==> src/sv/pba_pkg.sv <==
// shared constants, word types and helper functions of the page bitmap allocator
package pba_pkg;

   localparam int NumPages = 8192;
   localparam int PageW    = $clog2(NumPages);
   localparam int CountW   = 14;
   localparam int WordW    = 32;
   localparam int BitW     = $clog2(WordW);
   localparam int WordsN   = NumPages / WordW;
   localparam int WaddrW   = $clog2(WordsN);
   // room for a page number, a run end and an aligned candidate past the map
   localparam int PosW     = PageW + 2;

   localparam int BootLastInt = ((16 * 1024 * 1024) >> 12) - 1;
   localparam int ResetNextInt = (BootLastInt < NumPages) ? BootLastInt : NumPages - 1;
   localparam logic [PageW-1:0]  ResetNext  = PageW'(ResetNextInt);
   localparam logic [CountW-1:0] TotalReset = CountW'(8192);

   localparam logic ModeAlloc = 1'b0;
   localparam logic ModeFree  = 1'b1;

   typedef struct packed {
      logic              mode;
      logic [CountW-1:0] page_count;
      logic [CountW-1:0] align_pages;
      logic [PageW-1:0]  start_page;
   } req_type;

   typedef struct packed {
      logic             ok;
      logic [PageW-1:0] page_index;
   } rsp_type;

   // outcome of one scan step over the current map word
   typedef struct packed {
      logic            found;
      logic            pass_fail;
      logic            hit_used;
      logic [PosW-1:0] next_pos;
   } step_type;

   function automatic logic [PosW-1:0] align_up(input logic [PosW-1:0] v,
                                                input logic [PosW-1:0] m);
      return (v + m) & ~m;
   endfunction

   // mask below the highest set bit of the alignment, zero for an alignment of 0
   function automatic logic [CountW-1:0] eff_mask(input logic [CountW-1:0] a);
      logic [CountW-1:0] m;
      m = '0;
      for (int i = 0; i < CountW; i++) begin
         if (a[i]) begin
            m = CountW'((1 << i) - 1);
         end
      end
      return m;
   endfunction

endpackage

==> src/sv/pba_word_mask.sv <==
// bit mask of the pages of one map word that fall inside a page range
module pba_word_mask import pba_pkg::*; (
   input  logic [PosW-BitW-1:0] word_addr,
   input  logic [PosW-1:0]      lo,
   input  logic [PosW-1:0]      hi,
   output logic [WordW-1:0]     mask
);

   logic [WordW-1:0] lo_m;
   logic [WordW-1:0] hi_m;

   always_comb begin
      if (lo[PosW-1:BitW] == word_addr) begin
         lo_m = {WordW{1'b1}} << lo[BitW-1:0];
      end else begin
         lo_m = {WordW{1'b1}};
      end
      if (hi[PosW-1:BitW] == word_addr) begin
         hi_m = ~({WordW{1'b1}} << hi[BitW-1:0]);
      end else begin
         hi_m = {WordW{1'b1}};
      end
      mask = lo_m & hi_m;
   end

endmodule

==> config.mk <==
export PLATFORM = sky130hd
export DESIGN_NAME = pba_word_mask
export DESIGN_NICKNAME = d
export VERILOG_FILES = /design/src/sv/pba_pkg.sv /design/src/sv/pba_word_mask.sv
export SDC_FILE = /design/constraint.sdc
export NUM_CORES = 1
export LEC_CHECK = 0
export ABC_AREA = 1
export BUFFER_PORTS_ARGS = -buffer_cell sky130_fd_sc_hd__buf_2
export CORE_MARGIN = 3
export CORE_UTILIZATION = 51
export DETAILED_ROUTE_END_ITERATION = 8
export PLACE_DENSITY = 0.88
export SLEW_MARGIN = 15
export SYNTH_ARGS = -nofsm -noshare
export SYNTH_HDL_FRONTEND = slang
export SYNTH_SLANG_ARGS = --single-unit
==> constraint.sdc <==
create_clock -name vclk -period 1.3
set_input_delay 0.13 -clock vclk [all_inputs]
set_output_delay 0.13 -clock vclk [all_outputs]
set_load 0.05 [all_outputs]
==> results of run 1 <==
## Yosys cell counts, drive strengths merged
cell type,instances
a21oi,9
nor2,34
nand2,90
nand4,2
buf,15
or2,3
clkbuf,5
o21ai,13
clkinv,1
nor3,3
inv,66
a31oi,1
nand3,70
xnor2,7
## per-stage QoR
step                      setup TNS, ns  setup slack [ns]  instance area [um2]  std cells  hold WS [ns]
after floorplan                       0            0.0634                 1640        319         0.542
after detailed placement          -3.83            -0.161                 2110        432         0.845
after global placement            -2.76            -0.110                 2110        432         0.843
after CTS                         -1.57           -0.0802                 2340        432         0.803
## timing repair
action,CTS
hold endpoints to repair,0
endpoints found under the setup margin,31
resized for setup,70
buffers inserted,0
pin swaps,3
## cell families after synthesis
family          share of synthesized area, %
buf+inv                                 24.8
simple gates                            64.4
compound gates                          7.11
xor+xnor                                3.75
==> results.py, run 1 <==
metrics = {
    "status": {
        "status": "aborted with a tool error",
        "stop_stage": "global routing",
        "stop_error": "[ERROR DPL-0038] Utilization greater than 100%, impossible to legalize",
    },
    "synthesis": {
        "ys_types": 24,
        "ys_top_cells_by_area": "nand2_1 20%, nand3_2 19%, inv_1 14%",
        "syn_inst": 319,
        "synth_nets": 359,
        "yosysTopAreaCellShare_pct": 20.4,
        "ys_seq_area_share_pct": 0,
        "yosysWarnings": 0,
        "synth_top_area_cell": "nand2_1",
        "synth.avg_cell_area_um2": 5.13,
        "syn_area_um2": 1640,
    },
    "placement": {
        "hpwlAfterDp_um": 3890,
        "portBuffers": 72,
        "finalWeightedCongestion": 0.874,
    },
    "timing": {
        "worst_endpoint": "mask[30]",
        "worstEndpointType": "primary output",
    },
    "global_route": {
        "grt_max_degree": 33,
    },
    "die": {
        "die_w_um": 62.6,
        "start_util_pct": 56.4,
        "fp.dieH_um": 62.6,
        "rows": 19,
        "io_pins": 72,
    },
    "clock_network": {
        "cts_hold_buffers": 0,
    },
}
==> run 2, diff against run 1 <==
--- a/config.mk
+++ b/config.mk
@@ -8,9 +8,9 @@
 export ABC_AREA = 1
 export BUFFER_PORTS_ARGS = -buffer_cell sky130_fd_sc_hd__buf_2
 export CORE_MARGIN = 3
-export CORE_UTILIZATION = 51
+export CORE_UTILIZATION = 40
 export DETAILED_ROUTE_END_ITERATION = 8
-export PLACE_DENSITY = 0.88
+export PLACE_DENSITY_LB_ADDON = 0.15
 export SLEW_MARGIN = 15
 export SYNTH_ARGS = -nofsm -noshare
 export SYNTH_HDL_FRONTEND = slang
==> run 2 against run 1 <==
The flow now finishes, with violations (setup timing). Synthesized area is the same. Synthesized cell count stayed put.
==> results.py, run 2 <==
metrics = {
    "die": {
        "die_area_um2": 4900,
        "die_w_um": 70.0,
        "fp.dieH_um": 70.0,
        "start_util_pct": 43.1,
        "core_um2": 3800,
        "io_pins": 72,
        "rows": 22,
    },
    "final_layout": {
        "fin_area_um2": 2800,
        "n_antenna_cell": 0,
        "mostFrequentLayoutCells": "78 x nand2_1, 54 x inv_1, 49 x nand3_2",
        "layout_commonest_cell": "nand2_1",
        "drive_above_1_share_pct": 46.8,
        "nFlopsAndLatches": 0,
        "seqCellArea_um2": 0,
        "fill_cells": 269,
        "final_nets": 444,
        "areaGrowthSynthToFinish_pct": 71.3,
        "clkbuf_count": 0,
        "multi_input_area_um2": 1390,
    },
    "routing": {
        "drt_wl_total_um": 6320,
        "viasPerCell": 5.28,
        "drc": 0,
        "drt_iter0_drc": 201,
        "firstDrtPassIters": 5,
        "via_count": 2374,
        "drtAntennaViolNets": 0,
        "wl_per_cell_um": 14.0,
    },
    "worst_hold_path": {
        "min_to": "mask[1]",
        "hp-start": "hi[1]",
        "min_path_cells": 6,
        "worstHoldPathType": "primary input to primary output",
    },
    "synthesis": {
        "ys_types": 24,
        "syn_inst": 319,
        "synth_most_common_cell": "nand2_1",
        "ys_seq_area_share_pct": 0,
        "yosysTopAreaCellShare_pct": 20.4,
        "synth.avg_cell_area_um2": 5.13,
        "synth_nets": 359,
        "ys_top_cells_by_area": "nand2_1 20%, nand3_2 19%, inv_1 14%",
        "yosysWarnings": 0,
        "syn_area_um2": 1640,
        "synth_top_area_cell": "nand2_1",
        "synth_common_cells": "89 x nand2_1, 63 x inv_1, 39 x nand3_1",
    },
    "critical_path": {
        "cpMaxStageDelayCell": "nor2_4",
        "crit_chain": "buf_8, nand2_1, nand2_1, nor2_2, nand2_2, nor2_4, buf_12, buf_16, nand3_1, nand2_1, inv_1, buf_6",
        "slowest_delay_ns": 0.17,
        "cp_top_family": "simple AND/OR/NAND/NOR gates",
        "critPathRequiredTime_ns": 1.17,
        "critical_path_buf_inv_count": 5,
        "worstPathArrival_ns": 1.42,
        "cpMostUsedCell": "nand2_1",
        "start_kind": "primary input",
        "path_class": "primary input to primary output",
        "critPathMaxFanout": 8,
        "cp-end-kind": "primary output",
    },
    "timing": {
        "fmax_mhz": 644,
        "final-max-slew-violation-count": 0,
        "setup_viol": 32,
        "fin_ws_ns": -0.252,
        "finalCritPeriodShare_pct": 119,
        "setup_tns_ns": -5.35,
        "hold_viol": 0,
        "tightestPinTransition_ns": 0.357,
        "rsz0062_at_grt": "yes",
        "slew_headroom_pct": 75.9,
        "final.min_clock_period_ns": 1.55,
    },
    "placement": {
        "finalWeightedCongestion": 0.863,
        "hpwlAfterDp_um": 3650,
        "portBuffers": 72,
        "placed_area_um2": 2130,
    },
    "clock_network": {
        "cts_hold_buffers": 0,
    },
    "status": {
        "violations": "setup timing",
        "status": "finished with violations",
    },
    "global_route": {
        "grt_max_degree": 33,
        "grt.total_usage_pct": 19.5,
        "antenna_found_initial": 0,
        "grt-ovfl-total": 0,
        "grt_pass1_vias": 1991,
        "grt_pass1_wl_um": 8420,
    },
    "power": {
        "p_per_area_nw_per_um2": 216,
        "total_leakage_power_nw": 1.34,
        "peakVddDrop_mv": 0.158,
        "finalPower_w": 0.000606,
    },
    "run": {
        "max_cap_viol_count": 0,
    },
}
-- run 2: cells by family after synthesis --
| kind of cell | share of synthesized area, % |
|---|---|
| XOR/XNOR | 3.75 |
| AO/OA/AOI/OAI | 7.11 |
| buffers and inverters | 24.8 |
| AND/OR/NAND/NOR | 64.4 |
-- run 2: stage by stage --
stage               hold WS [ns]  std cells  setup WS [ns]  util (%)
detailed placement         0.835        440         -0.147      56.0
global placement           0.837        440         -0.159      56.0
global route               0.805        450         -0.341      73.8
floorplan                  0.542        319         0.0634         -
finish                     0.776        450         -0.252      73.8
CTS                        0.794        443         -0.130      64.4
-- run 2: final cells by class --
| cell class | instances | share of cell area (%) |
|---|---|---|
| repair buffers | 103 | 39.0 |
| inverters | 67 | 9.15 |
| well taps | 48 | 2.14 |
| multi-input cells | 232 | 49.7 |
-- run 2: power breakdown --
group | leakage [nW] | internal (W) | switching [W]
Clock | 0 | 0 | 0
Sequential | 0 | 0 | 0
Combinational | 1.34 | 0.000263 | 0.000343
-- run 2: worst max-delay path by stage --
stage | from | to | slack (ns) | cells past startpoint
2_1_floorplan | word_addr[1] | mask[0] | 0.06 | 8
3_3_place_gp | word_addr[2] | mask[28] | -0.16 | 9
3_5_place_dp | word_addr[2] | mask[28] | -0.15 | 9
4_1_cts | word_addr[2] | mask[19] | -0.13 | 12
5_1_grt | word_addr[3] | mask[23] | -0.34 | 13
6_report | word_addr[3] | mask[23] | -0.25 | 12
-- run 2: metal layers --
layer  global-route usage [%]  share of wire [%]  up-vias
li1                         -                  -     1145
met1                     26.4                 38     1028
met2                     33.9                 49      166
met3                     1.01                8.9       35
met4                     3.83                3.5        0
met5                        0                  0        -
-- run 2: timing repair --
action,4_1_cts,5_1_grt
pin swaps,3,26
gates resized for setup,74,59
endpoints found under the setup margin,31,32
cloned,2,6
setup buffers,1,1
(Power assumes the default switching activity.)
