==> src/sv/pba_pkg.sv <==
// shared constants, word types and helper functions of the page bitmap allocator
package pba_pkg;

   localparam int NumPages = 8192;
   localparam int PageW    = $clog2(NumPages);
   localparam int CountW   = 14;
   localparam int WordW    = 32;
   localparam int BitW     = $clog2(WordW);
   localparam int WordsN   = NumPages / WordW;
   localparam int WaddrW   = $clog2(WordsN);
   // room for a page number, a run end and an aligned candidate past the map
   localparam int PosW     = PageW + 2;

   localparam int BootLastInt = ((16 * 1024 * 1024) >> 12) - 1;
   localparam int ResetNextInt = (BootLastInt < NumPages) ? BootLastInt : NumPages - 1;
   localparam logic [PageW-1:0]  ResetNext  = PageW'(ResetNextInt);
   localparam logic [CountW-1:0] TotalReset = CountW'(8192);

   localparam logic ModeAlloc = 1'b0;
   localparam logic ModeFree  = 1'b1;

   typedef struct packed {
      logic              mode;
      logic [CountW-1:0] page_count;
      logic [CountW-1:0] align_pages;
      logic [PageW-1:0]  start_page;
   } req_type;

   typedef struct packed {
      logic             ok;
      logic [PageW-1:0] page_index;
   } rsp_type;

   // outcome of one scan step over the current map word
   typedef struct packed {
      logic            found;
      logic            pass_fail;
      logic            hit_used;
      logic [PosW-1:0] next_pos;
   } step_type;

   function automatic logic [PosW-1:0] align_up(input logic [PosW-1:0] v,
                                                input logic [PosW-1:0] m);
      return (v + m) & ~m;
   endfunction

   // mask below the highest set bit of the alignment, zero for an alignment of 0
   function automatic logic [CountW-1:0] eff_mask(input logic [CountW-1:0] a);
      logic [CountW-1:0] m;
      m = '0;
      for (int i = 0; i < CountW; i++) begin
         if (a[i]) begin
            m = CountW'((1 << i) - 1);
         end
      end
      return m;
   endfunction

endpackage

==> src/sv/pba_run_step.sv <==
// scan step unit: advances a free run across one map word
module pba_run_step import pba_pkg::*; (
   input  logic [WordW-1:0] word,
   input  logic [PosW-1:0]  pos,
   input  logic [PosW-1:0]  idx,
   input  logic [PosW-1:0]  cnt,
   input  logic [PosW-1:0]  stop_pos,
   output step_type         step_out
);

   logic [BitW-1:0]  bit_sel;
   logic [WordW-1:0] masked;
   logic [BitW:0]    first_used;
   logic [BitW:0]    avail;
   logic [PosW-1:0]  avail_ext;
   logic [PosW-1:0]  need;
   logic [PosW-1:0]  room;
   logic [PosW-1:0]  k_a;
   logic [PosW-1:0]  k;

   assign bit_sel = pos[BitW-1:0];
   assign masked  = word & ({WordW{1'b1}} << bit_sel);

   // lowest used page at or above the current one
   always_comb begin
      first_used = (BitW + 1)'(WordW);
      for (int i = WordW - 1; i >= 0; i--) begin
         if (masked[i]) begin
            first_used = (BitW + 1)'(i);
         end
      end
   end

   assign avail     = first_used - {1'b0, bit_sel};
   assign avail_ext = PosW'(avail);
   assign need      = cnt - (pos - idx);
   assign room      = stop_pos - pos;
   assign k_a       = (avail_ext < need) ? avail_ext : need;
   assign k         = (k_a < room) ? k_a : room;

   always_comb begin
      step_out.next_pos  = pos + k;
      step_out.found     = (k == need);
      step_out.pass_fail = (k != need) && (k == room);
      step_out.hit_used  = (k != need) && (k != room) && !first_used[BitW];
   end

endmodule

==> config.mk <==
export PLATFORM = sky130hd
export DESIGN_NAME = pba_run_step
export DESIGN_NICKNAME = d
export VERILOG_FILES = /design/src/sv/pba_pkg.sv /design/src/sv/pba_run_step.sv
export SDC_FILE = /design/constraint.sdc
export NUM_CORES = 1
export LEC_CHECK = 0
export ABC_AREA = 1
export BUFFER_PORTS_ARGS = -buffer_cell sky130_fd_sc_hd__buf_2
export CAP_MARGIN = 25
export CORE_MARGIN = 3
export CORE_UTILIZATION = 23
export DETAILED_ROUTE_END_ITERATION = 16
export PLACE_DENSITY = 0.5
export SLEW_MARGIN = 0
export SYNTH_ARGS = -nofsm -noshare
export SYNTH_HDL_FRONTEND = slang
export SYNTH_SLANG_ARGS = --single-unit
==> constraint.sdc <==
create_clock -name vclk -period 7.1
set_input_delay 0.355 -clock vclk [all_inputs]
set_output_delay 0.355 -clock vclk [all_outputs]
set_load 0.01 [all_outputs]
# == Word-level counts from Yosys, hierarchy flattened ==
# Index checks and enable logic that the tools add are counted.
# word_totals
wordCells,51
reg_bits,0
# classes
order_cmp,2
n_bitwise,1
reduce_logical,4
n_eq_ne,4
n_shift,1
n_mux,34
n_addsub,5
# op_table
operator,n
two-way mux 6 bit,32
subtractor 15 bit,3
bitwise AND 32 bit,1
<< shifter 32 x 5 -> 32 bit (first input constant),1
== test 15 bit,2
two-way mux 15 bit,2
!= test 15 bit,2
adder 15 bit,1
less-than comparator 15 bit,1
less-than comparator 6 x 15 -> 1 bit,1
subtractor 6 x 5 -> 6 bit,1
logical AND 1 bit,3
zero test 1 bit,1

# == Depth between registers and ports, before layout ==
# depth
word_depth,42
ltp_mapped,69

# == Worst setup path after synthesis ==
# No wires, ideal clock.
# synth_path
kind,input-to-output
from,input port pos[2]
to,output port step_out[14] in the netlist's numbering
setup_slack_ps,-488
arrival_ps,7233
path_buffers,2
cell_stages,56
t_required_ps,6745
cell_sequence,buf_2 > inv_1 > nor2_1 > nand2_1 > o21ai_1 > nand2_1 > o21ai_0 > a21oi_1 > o211ai_1 > nand3_1 > a21boi_0 > nor2_1 > o21ai_0 > a21oi_1 > nor2_1 > ha_1 > nand3_1 > and2_1 > (+20 left out) > nand3_1 > nand2_1 > ha_1 > inv_1 > fa_1 > nor2_1 > a211oi_1 > o21ai_0 > a21oi_1 > o21bai_1 > a21o_1 > a21oi_1 > o21ai_0 > nand2_1 > nand2_1 > a21oi_1 > xnor2_1 > inv_1
# synth_lines
element,line_no,rtl
"start, declared",pba_run_step.sv:4,"input logic [PosW-1:0] pos,"
"end, declared",pba_run_step.sv:8,output step_type step_out

==> results by stage <==
Status:
- The flow ran to the end, but the final reports show violations.
- The final reports fail on slew limit, setup timing.

Logic synthesis:
- In the post-synthesis netlist, the biggest area contributors are sky130_fd_sc_hd__nand2_1, sky130_fd_sc_hd__ha_1, sky130_fd_sc_hd__inv_1, sky130_fd_sc_hd__nand3_1, sky130_fd_sc_hd__fa_1.
- The average cell area after synthesis is 5.555 sq um.
- The cell count after synthesis came out at 858.
- The most common cell in the netlist is sky130_fd_sc_hd__nand2_1.
- The sequential share of the synthesized area is 0%.
- The share of synthesized area in the top cell type comes to 19.85%.
- The distinct cell type count after synthesis is 44.
- The cell area that synthesis handed to floorplanning was 4766 sq um.
- Sorting the synthesized cells by how often they occur yields sky130_fd_sc_hd__nand2_1, sky130_fd_sc_hd__inv_1, sky130_fd_sc_hd__nand3_1.
- The largest area contributor in the synthesized netlist is sky130_fd_sc_hd__nand2_1.
- The Yosys step of the flow raised 0 warnings.

Placement:
- Detailed placement finished with a half-perimeter wire length of 15310 microns.
- The port buffer count is 110.
- Including well taps, the total number of placed cells is 1362.
- The congestion estimate from routability-driven global placement came to 0.8967.
- The total cell area at the placement stage is 6613 sq um.

Flow run:
- Max-cap violations in this run came to 0.

STA:
- The final critical path takes up 109.1% of the cycle.
- Setup repair after global routing could not meet its margin everywhere.
- The actual transition at the worst max-transition pin is 1650 ps.
- Setup violations remaining at the end of the flow were counted as 8.
- The minimum setup slack in the final design is -642.6 ps.
- The final-layout worst hold slack is 1210 ps.
- Based on the critical path, the design can be clocked at up to 0.1292 GHz.
- The hold violation count in the final report was 0.
- The number of slew-limit violations in the final report is 13.
- The routed design could run at a clock period as short as 7743 ps.
- The worst max-slew margin expressed relative to the limit is -10.65%.

CTS:
- Hold repair after CTS inserted 0 buffers.

Floorplanning:
- The floorplan has 52 rows.
- The overall die height is 149.9 microns.
- The floorplan die width is 149.9 microns.
- Once the floorplan was initialized, standard cells occupied 23.48% of the core.
- The core region is 20300 sq um.
- The die covers 22480 sq um.
- The I/O pin total is 110.

Setup path:
- The most numerous cell type found on the critical path is sky130_fd_sc_hd__nand2_1.
- The worst setup path is of the input port to output port kind.
- The cell with the biggest individual delay on the critical path is sky130_fd_sc_hd__fa_2.
- The nature of the critical path startpoint is an input port.
- STA classifies the critical path endpoint as an output port.
- Data on the critical path arrives at its endpoint at 7390 ps.
- The required arrival time at the worst endpoint is 6740 ps.
- The maximum fanout along the worst path is 5.
- The critical path starts at pos[0].
- For this run, the slowest stage of the critical path takes 380 ps.

Layout:
- The fraction of layout cells with a size suffix above 1 is 33.27%.
- The multi-input combinational cells in the finished layout cover a total of 4503 sq um.
- There are 0 flip-flops and latches.
- The fill cell total of the finished layout is 2275.
- The antenna diode count is 0.
- The area growth from synthesis to layout is 53.98%.
- The cell area after layout is 7338 sq um.
- In the final design database the tool counted 1305 nets.
- The final cell count without fillers is 1394.
- The number of clock-tree buffers in the layout is 0.
- Summing all flip-flop and latch instances after layout gives 0 sq um.

Pwr:
- In this run, the combinational gates consume 100.0% of the power.
- The internal power consumption is 748.7 uW.
- The largest vdd supply drop is 76.17 uV.
- The switching power of the nets is 871.5 uW.
- Of the total power, the share spent switching nets is 53.79%.
- The sequential fraction of design power is 0%.
- The analysis attributes to cell leakage a power of 0.004340 uW.
- The total power density per cell area is 220.8 nW/um^2.
- In this run, the clock network consumes 0% of the power.

Global routing:
- The first-pass GRT wire length is 27970 microns.
- The initial antenna violation count was 0.
- Entering global routing, the biggest net connects 21 pins.
- Global routing used 15.15% of the available tracks across all layers.
- The number of global-route vias before repair is 5798.
- The remaining global-route overflow is 0.

Detailed routing:
- Once detail routing completed, the nets flagged for antenna violations numbered 0.
- Summed over all layers, the routed wires come to 17850 microns.
- The via-per-instance ratio is 4.399.
- The routed layout has 6132 vias.
- The pre-antenna-repair detailed-routing pass consisted of 5 iterations.
- The count of routing violations after the opening detailed-route iteration is 247.
- The routed length per instance is 12.81 microns.
- The post-route DRC violation count is 0.

Worst hold path:
- The path category of the worst min-delay check is input port to output port.
- The origin of the worst min-delay path is pos[14].
==> repair_timing <==
item | in CTS | in global routing
resized for setup | 55 | 68
pin swaps | 19 | 58
setup endpoints to repair | 11 | 16
gates cloned | 1 | 0
buffers inserted | 30 | 10
==> layout make-up <==
class | instances | share of cell area [%]
Multi-Input combinational cell | 668 | 61.36
Timing Repair Buffer | 265 | 24.18
Inverter | 191 | 9.855
Tap cell | 270 | 4.604
==> power groups by stage <==
stage	clock [uW]	sequential, uW	combinational (uW)
after floorplan	0	0	816
after global placement	0	0	1340
after detailed placement	0	0	1340
after CTS	0	0	1480
after global routing	0	0	1800
final	0	0	1620
==> stage by stage <==
stage                     util [%]  setup TNS [ps]  total power, uW  worst slack (ps)
after detailed placement     32.58           -5884             1335            -927.2
final                        36.15           -3325             1620            -642.6
after global routing         36.15           -9014             1802             -1166
after floorplan                  -          -67.10            815.8            -67.10
after CTS                    34.52           -2590             1479            -474.6
after global placement       32.58           -5884             1338            -927.4
==> worst paths after layout <==
| kind | to | slack, ps | cells past startpoint |
|---|---|---|---|
| max | step_out[14] | -640 | 65 |
| min | step_out[14] | 1210 | 5 |
==> kinds of logic after synthesis <==
kind of cell / count (synthesis) / share of synthesized area (%)
xor+xnor: 38 / 7.141
buf+inv: 199 / 16.15
other cells: 1 / 0.07869
compound gates: 115 / 13.63
fa+ha+maj: 87 / 25.52
simple gates: 418 / 37.49
==> routing by layer <==
metal	global-route usage (%)	routed length [microns]	vias up
met5	0	0	-
met4	0	0	0
met3	0.2120	601	0
met2	27.17	8787	112
met1	21.69	8462	2774
li1	-	-	3246
==> critical path: cells and delay by family <==
family	cells	cell delay (ps)
compound gates	16	2250
xor+xnor	2	290
fa+ha+maj	6	1400
buf+inv	8	700
simple gates	33	2340
==> placed cells by master, fill, tap and decap left out, types with 11 or more instances in the layout <==
master,synthesis,final
sky130_fd_sc_hd__nor2_1,51,42
sky130_fd_sc_hd__inv_1,191,181
sky130_fd_sc_hd__a21oi_2,0,13
sky130_fd_sc_hd__fa_1,17,15
sky130_fd_sc_hd__xor2_1,28,22
sky130_fd_sc_hd__a21oi_1,51,38
sky130_fd_sc_hd__nand2_2,4,16
sky130_fd_sc_hd__buf_2,3,104
sky130_fd_sc_hd__nand3_1,73,66
sky130_fd_sc_hd__o21ai_1,3,13
sky130_fd_sc_hd__ha_1,70,59
sky130_fd_sc_hd__nand2_1,252,233
sky130_fd_sc_hd__o21ai_0,30,11
sky130_fd_sc_hd__buf_4,1,151
(Power assumes the default switching activity.)
